<file path="src/gfr_pkg.sv">
// ----------------------------------------------------------------------------
// gfr_pkg
// Shared types, constants and the byte-wise CRC-16 step for the GDL90 frame
// receiver.
// ----------------------------------------------------------------------------
package gfr_pkg;

  // framing bytes
  localparam logic [7:0]  FLAG_BYTE  = 8'h7E;
  localparam logic [7:0]  ESC_BYTE   = 8'h7D;
  localparam logic [7:0]  ESC_XOR    = 8'h20;
  localparam logic [15:0] CRC_POLY   = 16'h1021;
  localparam logic [7:0]  OWNSHIP_ID = 8'd10;

  // frame status codes
  typedef enum logic [2:0] {
    ST_OK         = 3'd0,
    ST_BAD_START  = 3'd1,
    ST_BAD_END    = 3'd2,
    ST_TOO_SHORT  = 3'd3,
    ST_DANGLE_ESC = 3'd4,
    ST_CRC_ERR    = 3'd5
  } gfr_status_t;

  // one input beat
  typedef struct packed {
    logic [7:0] data_byte;
    logic       last;
  } gfr_beat_t;

  // one result item
  typedef struct packed {
    gfr_status_t        status;
    logic [7:0]         message_id;
    logic [9:0]         payload_length;
    logic [15:0]        crc_computed;
    logic [15:0]        crc_received;
    logic               is_heartbeat;
    logic               position_valid;
    logic               ownship_length_ok;
    logic signed [23:0] latitude_raw;
    logic signed [23:0] longitude_raw;
  } gfr_result_t;

  // crc-16 step, byte enters at the low end (augmented form)
  function automatic logic [15:0] crc_feed(input logic [15:0] crc, input logic [7:0] b);
    logic [15:0] t;
    t = {crc[15:8], 8'h00};
    for (int k = 0; k < 8; k++) begin
      if (t[15]) begin
        t = {t[14:0], 1'b0} ^ CRC_POLY;
      end else begin
        t = {t[14:0], 1'b0};
      end
    end
    return t ^ {crc[7:0], 8'h00} ^ {8'h00, b};
  endfunction

endpackage

</file>
<file path="src/gfr_if.sv">
// ----------------------------------------------------------------------------
// gfr channel interfaces
// Valid/ready channels for input bytes, results and the configuration write.
// ----------------------------------------------------------------------------
interface gfr_in_if;
  logic       valid;
  logic       ready;
  logic [7:0] data_byte;
  logic       last;

  modport source (output valid, output data_byte, output last, input ready);
  modport sink   (input valid, input data_byte, input last, output ready);
endinterface

interface gfr_out_if;
  logic               valid;
  logic               ready;
  logic [2:0]         status;
  logic [7:0]         message_id;
  logic [9:0]         payload_length;
  logic [15:0]        crc_computed;
  logic [15:0]        crc_received;
  logic               is_heartbeat;
  logic               position_valid;
  logic               ownship_length_ok;
  logic signed [23:0] latitude_raw;
  logic signed [23:0] longitude_raw;

  modport source (output valid, output status, output message_id, output payload_length,
                  output crc_computed, output crc_received, output is_heartbeat,
                  output position_valid, output ownship_length_ok,
                  output latitude_raw, output longitude_raw, input ready);
  modport sink   (input valid, input status, input message_id, input payload_length,
                  input crc_computed, input crc_received, input is_heartbeat,
                  input position_valid, input ownship_length_ok,
                  input latitude_raw, input longitude_raw, output ready);
endinterface

interface gfr_cfg_if;
  logic valid;
  logic ready;
  logic crc_check_enable;

  modport source (output valid, output crc_check_enable, input ready);
  modport sink   (input valid, input crc_check_enable, output ready);
endinterface

</file>
<file path="src/gfr_frame_core.sv">
// ----------------------------------------------------------------------------
// gfr_frame_core
// Per-frame state: flag check, de-escaping, crc hold-back, field capture and
// the end-of-frame result built from that state and the closing byte.
// ----------------------------------------------------------------------------
module gfr_frame_core #(
  parameter int MAX_FRAME_BYTES = 512
) (
  input  logic               clk,
  input  logic               rst_n,
  input  logic               step,
  input  gfr_pkg::gfr_beat_t beat,
  input  logic               crc_check_enable,
  output gfr_pkg::gfr_result_t result
);
  import gfr_pkg::*;

  localparam int DCW = $clog2(MAX_FRAME_BYTES + 3);
  localparam logic [DCW-1:0] DEC_SAT = DCW'(MAX_FRAME_BYTES + 2);
  localparam logic [2:0] RAW_SAT = 3'd5;
  localparam logic signed [23:0] LAT_LIMIT = 24'sd4194304;

  logic [2:0]     raw_cnt_r, raw_cnt_nxt;
  logic           start_seen_r, start_seen_nxt;
  logic           esc_r, esc_nxt;
  logic [DCW-1:0] dec_cnt_r, dec_cnt_nxt;
  logic [15:0]    crc_r, crc_nxt;
  logic [7:0]     older_r, older_nxt;
  logic [7:0]     newer_r, newer_nxt;
  logic [7:0]     type_r, type_nxt;
  logic [23:0]    lat_r, lat_nxt;
  logic [23:0]    lon_r, lon_nxt;

  logic           first;
  logic [2:0]     raw_inc;
  logic [7:0]     dec_byte;
  logic [DCW-1:0] plen;
  logic [15:0]    rx_crc;
  logic           start_ok;
  logic signed [23:0] lat_s;

  assign first   = (raw_cnt_r == 3'd0);
  assign raw_inc = (raw_cnt_r < RAW_SAT) ? raw_cnt_r + 3'd1 : raw_cnt_r;
  assign dec_byte = esc_r ? (beat.data_byte ^ ESC_XOR) : beat.data_byte;

  // frame state update
  always_comb begin
    raw_cnt_nxt    = raw_cnt_r;
    start_seen_nxt = start_seen_r;
    esc_nxt        = esc_r;
    dec_cnt_nxt    = dec_cnt_r;
    crc_nxt        = crc_r;
    older_nxt      = older_r;
    newer_nxt      = newer_r;
    type_nxt       = type_r;
    lat_nxt        = lat_r;
    lon_nxt        = lon_r;
    if (step) begin
      if (beat.last) begin
        raw_cnt_nxt    = '0;
        start_seen_nxt = 1'b0;
        esc_nxt        = 1'b0;
        dec_cnt_nxt    = '0;
        crc_nxt        = '0;
        older_nxt      = '0;
        newer_nxt      = '0;
        type_nxt       = '0;
        lat_nxt        = '0;
        lon_nxt        = '0;
      end else begin
        raw_cnt_nxt = raw_inc;
        if (first) begin
          start_seen_nxt = (beat.data_byte == FLAG_BYTE);
        end else if (beat.data_byte == ESC_BYTE) begin
          esc_nxt = 1'b1;
        end else begin
          esc_nxt = 1'b0;
          // decoded byte enters the hold-back; the oldest goes into the crc
          if (dec_cnt_r >= DCW'(2)) begin
            crc_nxt = crc_feed(crc_r, older_r);
          end
          older_nxt = newer_r;
          newer_nxt = dec_byte;
          if (dec_cnt_r == '0) begin
            type_nxt = dec_byte;
          end else if (dec_cnt_r >= DCW'(5) && dec_cnt_r <= DCW'(7)) begin
            lat_nxt = {lat_r[15:0], dec_byte};
          end else if (dec_cnt_r >= DCW'(8) && dec_cnt_r <= DCW'(10)) begin
            lon_nxt = {lon_r[15:0], dec_byte};
          end
          if (dec_cnt_r < DEC_SAT) begin
            dec_cnt_nxt = dec_cnt_r + DCW'(1);
          end
        end
      end
    end
  end

  // frame state registers
  always_ff @(posedge clk) begin
    if (!rst_n) begin
      raw_cnt_r    <= '0;
      start_seen_r <= 1'b0;
      esc_r        <= 1'b0;
      dec_cnt_r    <= '0;
      crc_r        <= '0;
      older_r      <= '0;
      newer_r      <= '0;
      type_r       <= '0;
      lat_r        <= '0;
      lon_r        <= '0;
    end else begin
      raw_cnt_r    <= raw_cnt_nxt;
      start_seen_r <= start_seen_nxt;
      esc_r        <= esc_nxt;
      dec_cnt_r    <= dec_cnt_nxt;
      crc_r        <= crc_nxt;
      older_r      <= older_nxt;
      newer_r      <= newer_nxt;
      type_r       <= type_nxt;
      lat_r        <= lat_nxt;
      lon_r        <= lon_nxt;
    end
  end

  // end-of-frame result, valid on the closing beat
  assign plen     = (dec_cnt_r >= DCW'(2)) ? dec_cnt_r - DCW'(2) : '0;
  assign rx_crc   = {newer_r, older_r};
  assign start_ok = first ? (beat.data_byte == FLAG_BYTE) : start_seen_r;
  assign lat_s    = $signed(lat_r);

  always_comb begin
    result = '0;
    if (!start_ok) begin
      result.status = ST_BAD_START;
    end else if (beat.data_byte != FLAG_BYTE) begin
      result.status = ST_BAD_END;
    end else if (raw_inc < RAW_SAT || dec_cnt_r < DCW'(3)) begin
      result.status = ST_TOO_SHORT;
    end else if (esc_r) begin
      result.status = ST_DANGLE_ESC;
    end else if (crc_check_enable && crc_r != rx_crc) begin
      result.status = ST_CRC_ERR;
    end else begin
      result.status = ST_OK;
    end

    if (result.status == ST_OK || result.status == ST_CRC_ERR) begin
      result.message_id     = type_r;
      result.payload_length = 10'(plen);
      result.crc_computed   = crc_r;
      result.crc_received   = rx_crc;
    end
    if (result.status == ST_OK) begin
      result.is_heartbeat = (type_r == 8'd0);
      if (type_r == OWNSHIP_ID) begin
        result.ownship_length_ok = (plen == DCW'(28));
        if (plen >= DCW'(11)) begin
          result.position_valid = (lat_s >= -LAT_LIMIT) && (lat_s <= LAT_LIMIT);
          result.latitude_raw   = lat_s;
          result.longitude_raw  = $signed(lon_r);
        end
      end
    end
  end

endmodule

</file>
<file path="src/gdl90_frame_receiver_unit.sv">
// ----------------------------------------------------------------------------
// gdl90_frame_receiver_unit
// Byte-serial GDL90 frame receiver: flags, de-escaping, CRC-16 check and
// end-of-frame report with heartbeat and ownship position fields.
// ----------------------------------------------------------------------------
// result path: the closing byte passes the input register, then its result is
//   built into the result register and offered from there
// throughput: one byte per cycle while the result channel is not stalled
// reset: rst_n synchronous; clears frame state and both registers' valid,
//   crc_check_enable returns to 1
module gdl90_frame_receiver_unit #(
  parameter int MAX_FRAME_BYTES = 512
) (
  input  logic      clk,
  input  logic      rst_n,
  gfr_in_if.sink    in_ch,
  gfr_out_if.source out_ch,
  gfr_cfg_if.sink   cfg_ch
);
  import gfr_pkg::*;

  gfr_beat_t   s1_r, s1_nxt;
  logic        s1_valid_r, s1_valid_nxt;
  gfr_result_t out_r, out_nxt;
  logic        out_valid_r, out_valid_nxt;
  logic        crc_en_r, crc_en_nxt;

  logic        in_fire;
  logic        s1_adv;
  gfr_result_t core_res;

  // handshake
  assign s1_adv    = s1_valid_r && (!s1_r.last || !out_valid_r || out_ch.ready);
  assign in_ch.ready = !s1_valid_r || s1_adv;
  assign in_fire   = in_ch.valid && in_ch.ready;
  assign cfg_ch.ready = 1'b1;

  // next values
  always_comb begin
    s1_nxt        = s1_r;
    s1_valid_nxt  = s1_valid_r;
    out_nxt       = out_r;
    out_valid_nxt = out_valid_r;
    crc_en_nxt    = crc_en_r;
    if (in_fire) begin
      s1_nxt.data_byte = in_ch.data_byte;
      s1_nxt.last      = in_ch.last;
      s1_valid_nxt     = 1'b1;
    end else if (s1_adv) begin
      s1_valid_nxt = 1'b0;
    end
    if (s1_adv && s1_r.last) begin
      out_nxt       = core_res;
      out_valid_nxt = 1'b1;
    end else if (out_ch.ready) begin
      out_valid_nxt = 1'b0;
    end
    if (cfg_ch.valid) begin
      crc_en_nxt = cfg_ch.crc_check_enable;
    end
  end

  // control registers
  always_ff @(posedge clk) begin
    if (!rst_n) begin
      s1_valid_r  <= 1'b0;
      out_valid_r <= 1'b0;
      crc_en_r    <= 1'b1;
    end else begin
      s1_valid_r  <= s1_valid_nxt;
      out_valid_r <= out_valid_nxt;
      crc_en_r    <= crc_en_nxt;
    end
  end

  // payload registers
  always_ff @(posedge clk) begin
    s1_r  <= s1_nxt;
    out_r <= out_nxt;
  end

  // frame decoder
  gfr_frame_core #(
    .MAX_FRAME_BYTES(MAX_FRAME_BYTES)
  ) u_core (
    .clk              (clk),
    .rst_n            (rst_n),
    .step             (s1_adv),
    .beat             (s1_r),
    .crc_check_enable (crc_en_r),
    .result           (core_res)
  );

  // result channel
  assign out_ch.valid             = out_valid_r;
  assign out_ch.status            = out_r.status;
  assign out_ch.message_id        = out_r.message_id;
  assign out_ch.payload_length    = out_r.payload_length;
  assign out_ch.crc_computed      = out_r.crc_computed;
  assign out_ch.crc_received      = out_r.crc_received;
  assign out_ch.is_heartbeat      = out_r.is_heartbeat;
  assign out_ch.position_valid    = out_r.position_valid;
  assign out_ch.ownship_length_ok = out_r.ownship_length_ok;
  assign out_ch.latitude_raw      = out_r.latitude_raw;
  assign out_ch.longitude_raw     = out_r.longitude_raw;

endmodule
</file>
<file path="src/flat_wrapper.sv">
// flat-port wrapper written by rule: the top's interface ports become plain ports
module gdl90_frame_receiver_unit_flat import gfr_pkg::*;
#(
  parameter int MAX_FRAME_BYTES = 512
)
  (clk, rst_n, in_ch_valid, in_ch_data_byte, in_ch_last, in_ch_ready, out_ch_valid, out_ch_status, out_ch_message_id, out_ch_payload_length, out_ch_crc_computed, out_ch_crc_received, out_ch_is_heartbeat, out_ch_position_valid, out_ch_ownship_length_ok, out_ch_latitude_raw, out_ch_longitude_raw, out_ch_ready, cfg_ch_valid, cfg_ch_crc_check_enable, cfg_ch_ready);
  gfr_in_if in_ch_i ();
  gfr_out_if out_ch_i ();
  gfr_cfg_if cfg_ch_i ();
  input  logic clk;
  input  logic rst_n;
  input wire logic [$bits(in_ch_i.valid)-1:0] in_ch_valid;
  input wire logic [$bits(in_ch_i.data_byte)-1:0] in_ch_data_byte;
  input wire logic [$bits(in_ch_i.last)-1:0] in_ch_last;
  output wire logic [$bits(in_ch_i.ready)-1:0] in_ch_ready;
  output wire logic [$bits(out_ch_i.valid)-1:0] out_ch_valid;
  output wire logic [$bits(out_ch_i.status)-1:0] out_ch_status;
  output wire logic [$bits(out_ch_i.message_id)-1:0] out_ch_message_id;
  output wire logic [$bits(out_ch_i.payload_length)-1:0] out_ch_payload_length;
  output wire logic [$bits(out_ch_i.crc_computed)-1:0] out_ch_crc_computed;
  output wire logic [$bits(out_ch_i.crc_received)-1:0] out_ch_crc_received;
  output wire logic [$bits(out_ch_i.is_heartbeat)-1:0] out_ch_is_heartbeat;
  output wire logic [$bits(out_ch_i.position_valid)-1:0] out_ch_position_valid;
  output wire logic [$bits(out_ch_i.ownship_length_ok)-1:0] out_ch_ownship_length_ok;
  output wire logic [$bits(out_ch_i.latitude_raw)-1:0] out_ch_latitude_raw;
  output wire logic [$bits(out_ch_i.longitude_raw)-1:0] out_ch_longitude_raw;
  input wire logic [$bits(out_ch_i.ready)-1:0] out_ch_ready;
  input wire logic [$bits(cfg_ch_i.valid)-1:0] cfg_ch_valid;
  input wire logic [$bits(cfg_ch_i.crc_check_enable)-1:0] cfg_ch_crc_check_enable;
  output wire logic [$bits(cfg_ch_i.ready)-1:0] cfg_ch_ready;
  assign in_ch_i.valid = in_ch_valid;
  assign in_ch_i.data_byte = in_ch_data_byte;
  assign in_ch_i.last = in_ch_last;
  assign in_ch_ready = in_ch_i.ready;
  assign out_ch_valid = out_ch_i.valid;
  assign out_ch_status = out_ch_i.status;
  assign out_ch_message_id = out_ch_i.message_id;
  assign out_ch_payload_length = out_ch_i.payload_length;
  assign out_ch_crc_computed = out_ch_i.crc_computed;
  assign out_ch_crc_received = out_ch_i.crc_received;
  assign out_ch_is_heartbeat = out_ch_i.is_heartbeat;
  assign out_ch_position_valid = out_ch_i.position_valid;
  assign out_ch_ownship_length_ok = out_ch_i.ownship_length_ok;
  assign out_ch_latitude_raw = out_ch_i.latitude_raw;
  assign out_ch_longitude_raw = out_ch_i.longitude_raw;
  assign out_ch_i.ready = out_ch_ready;
  assign cfg_ch_i.valid = cfg_ch_valid;
  assign cfg_ch_i.crc_check_enable = cfg_ch_crc_check_enable;
  assign cfg_ch_ready = cfg_ch_i.ready;
  gdl90_frame_receiver_unit #(.MAX_FRAME_BYTES(MAX_FRAME_BYTES)) u_core (.clk(clk), .rst_n(rst_n), .in_ch(in_ch_i), .out_ch(out_ch_i), .cfg_ch(cfg_ch_i));
endmodule
</file>
<file path="config.mk">
export PLATFORM = sky130hd
export DESIGN_NAME = gdl90_frame_receiver_unit_flat
export DESIGN_NICKNAME = d
export VERILOG_FILES = /design/src/gfr_pkg.sv /design/src/gfr_if.sv /design/src/gfr_frame_core.sv /design/src/gdl90_frame_receiver_unit.sv /design/src/flat_wrapper.sv
export SDC_FILE = /design/constraint.sdc
export NUM_CORES = 1
export LEC_CHECK = 0
export ABC_AREA = 1
export CELL_PAD_IN_SITES_DETAIL_PLACEMENT = 2
export CELL_PAD_IN_SITES_GLOBAL_PLACEMENT = 2
export CORE_ASPECT_RATIO = 2
export CORE_MARGIN = 2
export CORE_UTILIZATION = 39
export CTS_CLUSTER_DIAMETER = 80
export DETAILED_ROUTE_END_ITERATION = 10
export DONT_BUFFER_PORTS = 1
export PLACE_DENSITY = 0.83
export SETUP_SLACK_MARGIN = 0.02
export SLEW_MARGIN = 30
export SYNTH_ARGS = -nofsm -noshare
export SYNTH_HDL_FRONTEND = slang
export SYNTH_SLANG_ARGS = --single-unit
</file>
<file path="constraint.sdc">
create_clock -name clk -period 4.7 [get_ports clk]
set_input_delay 0.705 -clock clk [delete_from_list [all_inputs] [get_ports clk]]
set_output_delay 0.705 -clock clk [all_outputs]
set_load 0.02 [all_outputs]
</file>
Word-level counts from Yosys, hierarchy flattened

Cells that the tools add are included.

Add/subtract/negate cells: 3
$lt $le $gt $ge: 12
Equality and inequality tests: 11
Mux-type cells: 95
Bitwise operators: 11
Reductions and logical operators: 35

Operators by type and width:

| cell                                                   | number |
|---|---|
| two-way mux 16 bit                                     | 44 |
| two-way mux 24 bit                                     | 11 |
| two-way mux 13 bit                                     | 8 |
| two-way mux 8 bit                                      | 10 |
| two-way mux 10 bit                                     | 5 |
| >= comparator 24 x 23 -> 1 bit (second input constant) | 1 |
| <= comparator 24 bit (second input constant)           | 1 |
| NOT 3 bit                                              | 8 |
| two-way mux 3 bit                                      | 7 |
| >= comparator 10 x 4 -> 1 bit (second input constant)  | 2 |
| == test 8 x 7 -> 1 bit (second input constant)         | 2 |
| inequality test 16 bit                                 | 1 |
| XOR 16 bit                                             | 1 |
| XOR 16 x 8 -> 16 bit                                   | 1 |
| nonzero test 2 bit                                     | 7 |
| AND reduction 4 bit                                    | 3 |
| adder 10 x 1 -> 10 bit (second input constant)         | 1 |
| == test 10 x 5 -> 1 bit (second input constant)        | 1 |
| >= comparator 10 x 2 -> 1 bit (second input constant)  | 1 |
| >= comparator 10 x 3 -> 1 bit (second input constant)  | 1 |
| <= comparator 10 x 3 -> 1 bit (second input constant)  | 1 |
| <= comparator 10 x 4 -> 1 bit (second input constant)  | 1 |
| logical NOT 10 bit                                     | 1 |
| less-than comparator 10 bit (second input constant)    | 1 |
| other kinds (20)                                       | 47 |

Bits in registers: 219
Output and inout port bits: 107
Logic and storage cells: 192

Logic depth before layout (Yosys ltp)

Word-level depth: 62
Mapped depth: 16
Depth with buffers taken out: 14

Modules after synthesis

Synthesis repeated with hierarchy kept, for this count alone.

Cells, all modules: 1036
Area total of the unflattened synthesis: 9306.4 µm²

Modules (own cells, without submodules):

| module                    | times used | cells an instance | area each (µm²) |
|---|---|---|---|
| gfr_frame_core            | 1          | 899               | 5749.3 |
| gdl90_frame_receiver_unit | 1          | 137               | 3557.2 |

Worst setup path before layout

No wires, ideal clock.

Path type: input-to-reg
Start: input port out_ch_ready
End: register u_core.u_core.type_r[5]
Data arrival time: 4137 ps
Data required time: 4561 ps
Slack: 424 ps
Stages on the path: 7
Cells stage by stage: nor2_1 a21oi_1 nand2_1 inv_1 nor2_1 o21ai_0 a21oi_1

Longest elaborated chain between the ends: 3

Ends and longest elaborated chain:

| element                       | RTL line                        | source |
|---|---|---|
| from (decl)                   | flat_wrapper.sv:27              | `input wire logic [$bits(out_ch_i.ready)-1:0] out_ch_ready;` |
| logical OR 1 bit              | gdl90_frame_receiver_unit.sv:33 | `assign s1_adv = s1_valid_r && (!s1_r.last \|\| !out_valid_r \|\| out_ch.ready);` |
| logical AND 1 bit             | gdl90_frame_receiver_unit.sv:33 |  |
| AND reduction 4 bit (no line) | n/a                             |  |
| to (signal assigned)          | gfr_frame_core.sv:120           | `type_r <= type_nxt;` |
| to (decl)                     | gfr_frame_core.sv:30            | `logic [7:0] type_r, type_nxt;` |

No other way between the ends.
A chain may end at the register's enable or synchronous reset.

Worst setup path in the final report

Start: register u_core.s1_r[0] in the netlist's numbering
End: register u_core.u_core.type_r[2]

Longest elaborated chain between the ends: 5

Ends and longest elaborated chain:

| element                       | RTL line                        | source |
|---|---|---|
| from (decl)                   | gdl90_frame_receiver_unit.sv:22 | `gfr_beat_t s1_r, s1_nxt;` |
| from (signal assigned)        | gdl90_frame_receiver_unit.sv:78 | `s1_r <= s1_nxt;` |
| logical NOT 1 bit             | gdl90_frame_receiver_unit.sv:33 |  |
| logical OR 1 bit (2 in a row) | gdl90_frame_receiver_unit.sv:33 |  |
| logical AND 1 bit             | gdl90_frame_receiver_unit.sv:33 |  |
| AND reduction 4 bit (no line) | n/a                             |  |

Parallel ways exist; a longest one is shown, timed or not.

==> results.json <==
{
  "dieWidth_um": 113,
  "antenna_found_initial": 1,
  "core-area_um2": 23700,
  "cts_tree": "built",
  "area_delta_synth_final_pct": 10.0,
  "leakagePower_uw": 0.00363,
  "die_h_um": 223,
  "clkSinkCount": 219,
  "worstMarginPinSlew_ns": 0.757,
  "first_pass_iters": 4,
  "cts.htree.levels": 1,
  "gp_congestion": 0.831,
  "setup_ws_ns": 1.27,
  "grt_start_max_net_pins": 91,
  "rows": 80,
  "cts_max_path_buffers": 3,
  "fmax_ghz": 0.291,
  "drive_above_1_share": 0.0760,
  "drc": 0,
  "synth-main-ff-cell": "edfxtp_1",
  "post-route-period-util": 0.730,
  "final_nets": 1050,
  "fin_skew_ns": 0.00985,
  "port_buffers": 0,
  "yosysWarnings": 0,
  "power_density_nw_per_um2": 406,
  "maxCapViolations": 0,
  "required_ns": 5.13,
  "rsz0062_at_grt": "false",
  "grt_pass1_vias": 7695,
  "vias_per_cell": 5.27,
  "wl_per_cell_um": 21.3,
  "cp-end-kind": "flip-flop",
  "overflow": 0,
  "postCtsSetupRepairBufs": 0,
  "finalHoldViolCount": 0,
  "ys_seq_area_frac": 0.591,
  "cp_max_fo": 30,
  "synth_edf_count": 113,
  "hold_path_class": "input pin to flip-flop",
  "r2r_cells": 10,
  "die-area_um2": 25200,
  "hpwlAfterDp_mm": 20.5,
  "synth_cell_types": 40,
  "crit_arrival_ns": 3.86,
  "synth_seq_cells": 219,
  "num_vias": 7003,
  "vdd_drop_max_mv": 0.280,
  "initial_utilization": 0.393,
  "cts.clk_slew.worst_paths_ns": 0.07,
  "outcome": "finished clean",
  "post_synth.cell_area_avg_um2": 8.95,
  "min_period_ns": 3.43,
  "place_ws_ns": 1.33,
  "finalPower_uw": 4170,
  "numCtsBuffers": 21,
  "hold_path_depth": 0,
  "grt_first_pass_wirelength_mm": 44.1,
  "io_pins": 122,
  "synth_nets": 1066,
  "yosys-top-cells-area": "edfxtp_1, dfxtp_1, nand2_1",
  "netlist.area_leader.share": 0.364,
  "yosysTopAreaCell": "edfxtp_1",
  "cts_hold_buf": 0,
  "worstSetupStartpointType": "flip-flop",
  "setup_viol": 0,
  "cts_root_buf": "clkbuf_16",
  "ant_nets": 0,
  "path_class": "flip-flop to flip-flop",
  "finalMaxSlewViolations": 0,
  "drt_iter0_markers": 328,
  "synthArstFlopShare": 0,
  "cts_resized": 0,
  "netlist_instances": 1042,
  "wl_mm": 28.3,
  "clkLatencyLatePin_ns": 0.52,
  "relSlewSlack": 0.490,
  "synth.cell_area_um2": 9330,
  "finalSetupTns_ns": 0,
  "grt_usage": 0.225
}
-- per-stage QoR --
| step | instances | hold WS, ns | instance area (um^2) | util |
|---|---|---|---|---|
| 6_report | 1328 | 0.282 | 10300 | 0.433 |
| 5_1_grt | 1328 | 0.272 | 10300 | 0.433 |
| 4_1_cts | 1327 | 0.262 | 10300 | 0.432 |
| 3_5_place_dp | 1290 | 0.457 | 9530 | 0.402 |
| 3_3_place_gp | 1290 | 0.449 | 9530 | 0.402 |
| 2_1_floorplan | 1042 | 0.440 | 9330 | - |
-- registers in the layout (all words and copies together), names as in the netlist, 10 cells and up --
name / count
u_core.out_ch.latitude_raw: 24
u_core.u_core.crc_r: 16
u_core.out_ch.crc_received: 16
u_core.out_ch.longitude_raw: 24
u_core.u_core.lon_r: 24
u_core.out_ch.crc_computed: 16
u_core.u_core.dec_cnt_r: 10
u_core.u_core.lat_r: 24
u_core.out_ch.payload_length: 10
-- cell families after synthesis --
kind of cell | count (synthesis) | synth area share
AO/OA/AOI/OAI | 183 | 0.104
XOR/XNOR | 19 | 0.0178
adder cells (fa/ha/maj) | 9 | 0.0121
buffers and inverters | 185 | 0.0801
flip-flops | 219 | 0.591
other | 1 | 0.000402
AND/OR/NAND/NOR | 426 | 0.194
-- synth_stat cells (5+ instances only) --
| cell | instances |
|---|---|
| nand2_1 | 194 |
| nor2_2 | 17 |
| nor2_1 | 133 |
| nand3_1 | 39 |
| buf_2 | 16 |
| nand2_2 | 5 |
| dfxtp_1 | 106 |
| o21ai_1 | 13 |
| xnor2_1 | 9 |
| edfxtp_1 | 113 |
| inv_2 | 6 |
| a211oi_1 | 12 |
| nor3_1 | 15 |
| ha_1 | 9 |
| clkbuf_1 | 24 |
| xor2_1 | 10 |
| a21oi_1 | 111 |
| nand4_1 | 13 |
| o21ai_0 | 38 |
| inv_1 | 130 |
-- where the power goes --
group / switching, uW / internal [uW]
clock network: 751 / 1050
logic: 186 / 67.9
registers: 63.5 / 2050
-- layer usage --
layer	part of all wire	wire length, um	up-vias	track usage
li1	-	-	3362	-
met4	0.035	986	0	0.0846
met1	0.35	9910	3476	0.232
met2	0.59	16600	119	0.449
met3	0.029	813	46	0.0270
met5	0	0	-	0
-- placed cells by master, fill, tap and decap left out, types with 4 or more instances in the layout --
| master | netlist | final |
|---|---|---|
| nand2_1 | 194 | 194 |
| nor2_1 | 133 | 133 |
| inv_1 | 130 | 128 |
| edfxtp_1 | 113 | 113 |
| a21oi_1 | 111 | 111 |
| dfxtp_1 | 106 | 106 |
| nand3_1 | 39 | 39 |
| o21ai_0 | 38 | 38 |
| clkbuf_16 | 0 | 23 |
| nor2_2 | 17 | 17 |
| nor3_1 | 15 | 15 |
| o21ai_1 | 13 | 13 |
| nand4_1 | 13 | 13 |
| a211oi_1 | 12 | 12 |
| xor2_1 | 10 | 10 |
| xnor2_1 | 9 | 9 |
| ha_1 | 9 | 9 |
| inv_2 | 6 | 7 |
| buf_4 | 3 | 6 |
| nand2_2 | 5 | 5 |
| clkinv_2 | 0 | 4 |
-- critical path, cell delays in order (launching register included) --
cell      delay (ns)
edfxtp_1        0.65
inv_2           0.50
nand2_1         0.13
nor3_1          0.18
nand2_1         0.10
nand3_1         0.36
buf_4           0.35
nor2_2          0.13
nor2_1          0.52
nand2_1         0.18
a21oi_1         0.23
-- area by class of cell --
class	count	area, um^2
antenna	1	2.50
clock inverter	9	101
multi-input combinational	638	3070
tap	287	359
sequential	219	5520
inverter	139	527
clock buffer	28	624
timing repair buffer	7	65.1
fill	2583	13500
-- final timing paths --
check | slack, ns | from | end
worst min-delay path | 0.28 | in_ch_data_byte[0] | u_core.s1_r[1]
worst max-delay path | 1.27 | u_core.s1_r[0] | u_core.u_core.type_r[2]
worst min register to register | 0.47 | u_core.u_core.lat_r[19] | u_core.u_core.lat_r[19]
worst max register to register | 1.27 | u_core.s1_r[0] | u_core.u_core.type_r[2]
Power figures use the tool's default switching activity.
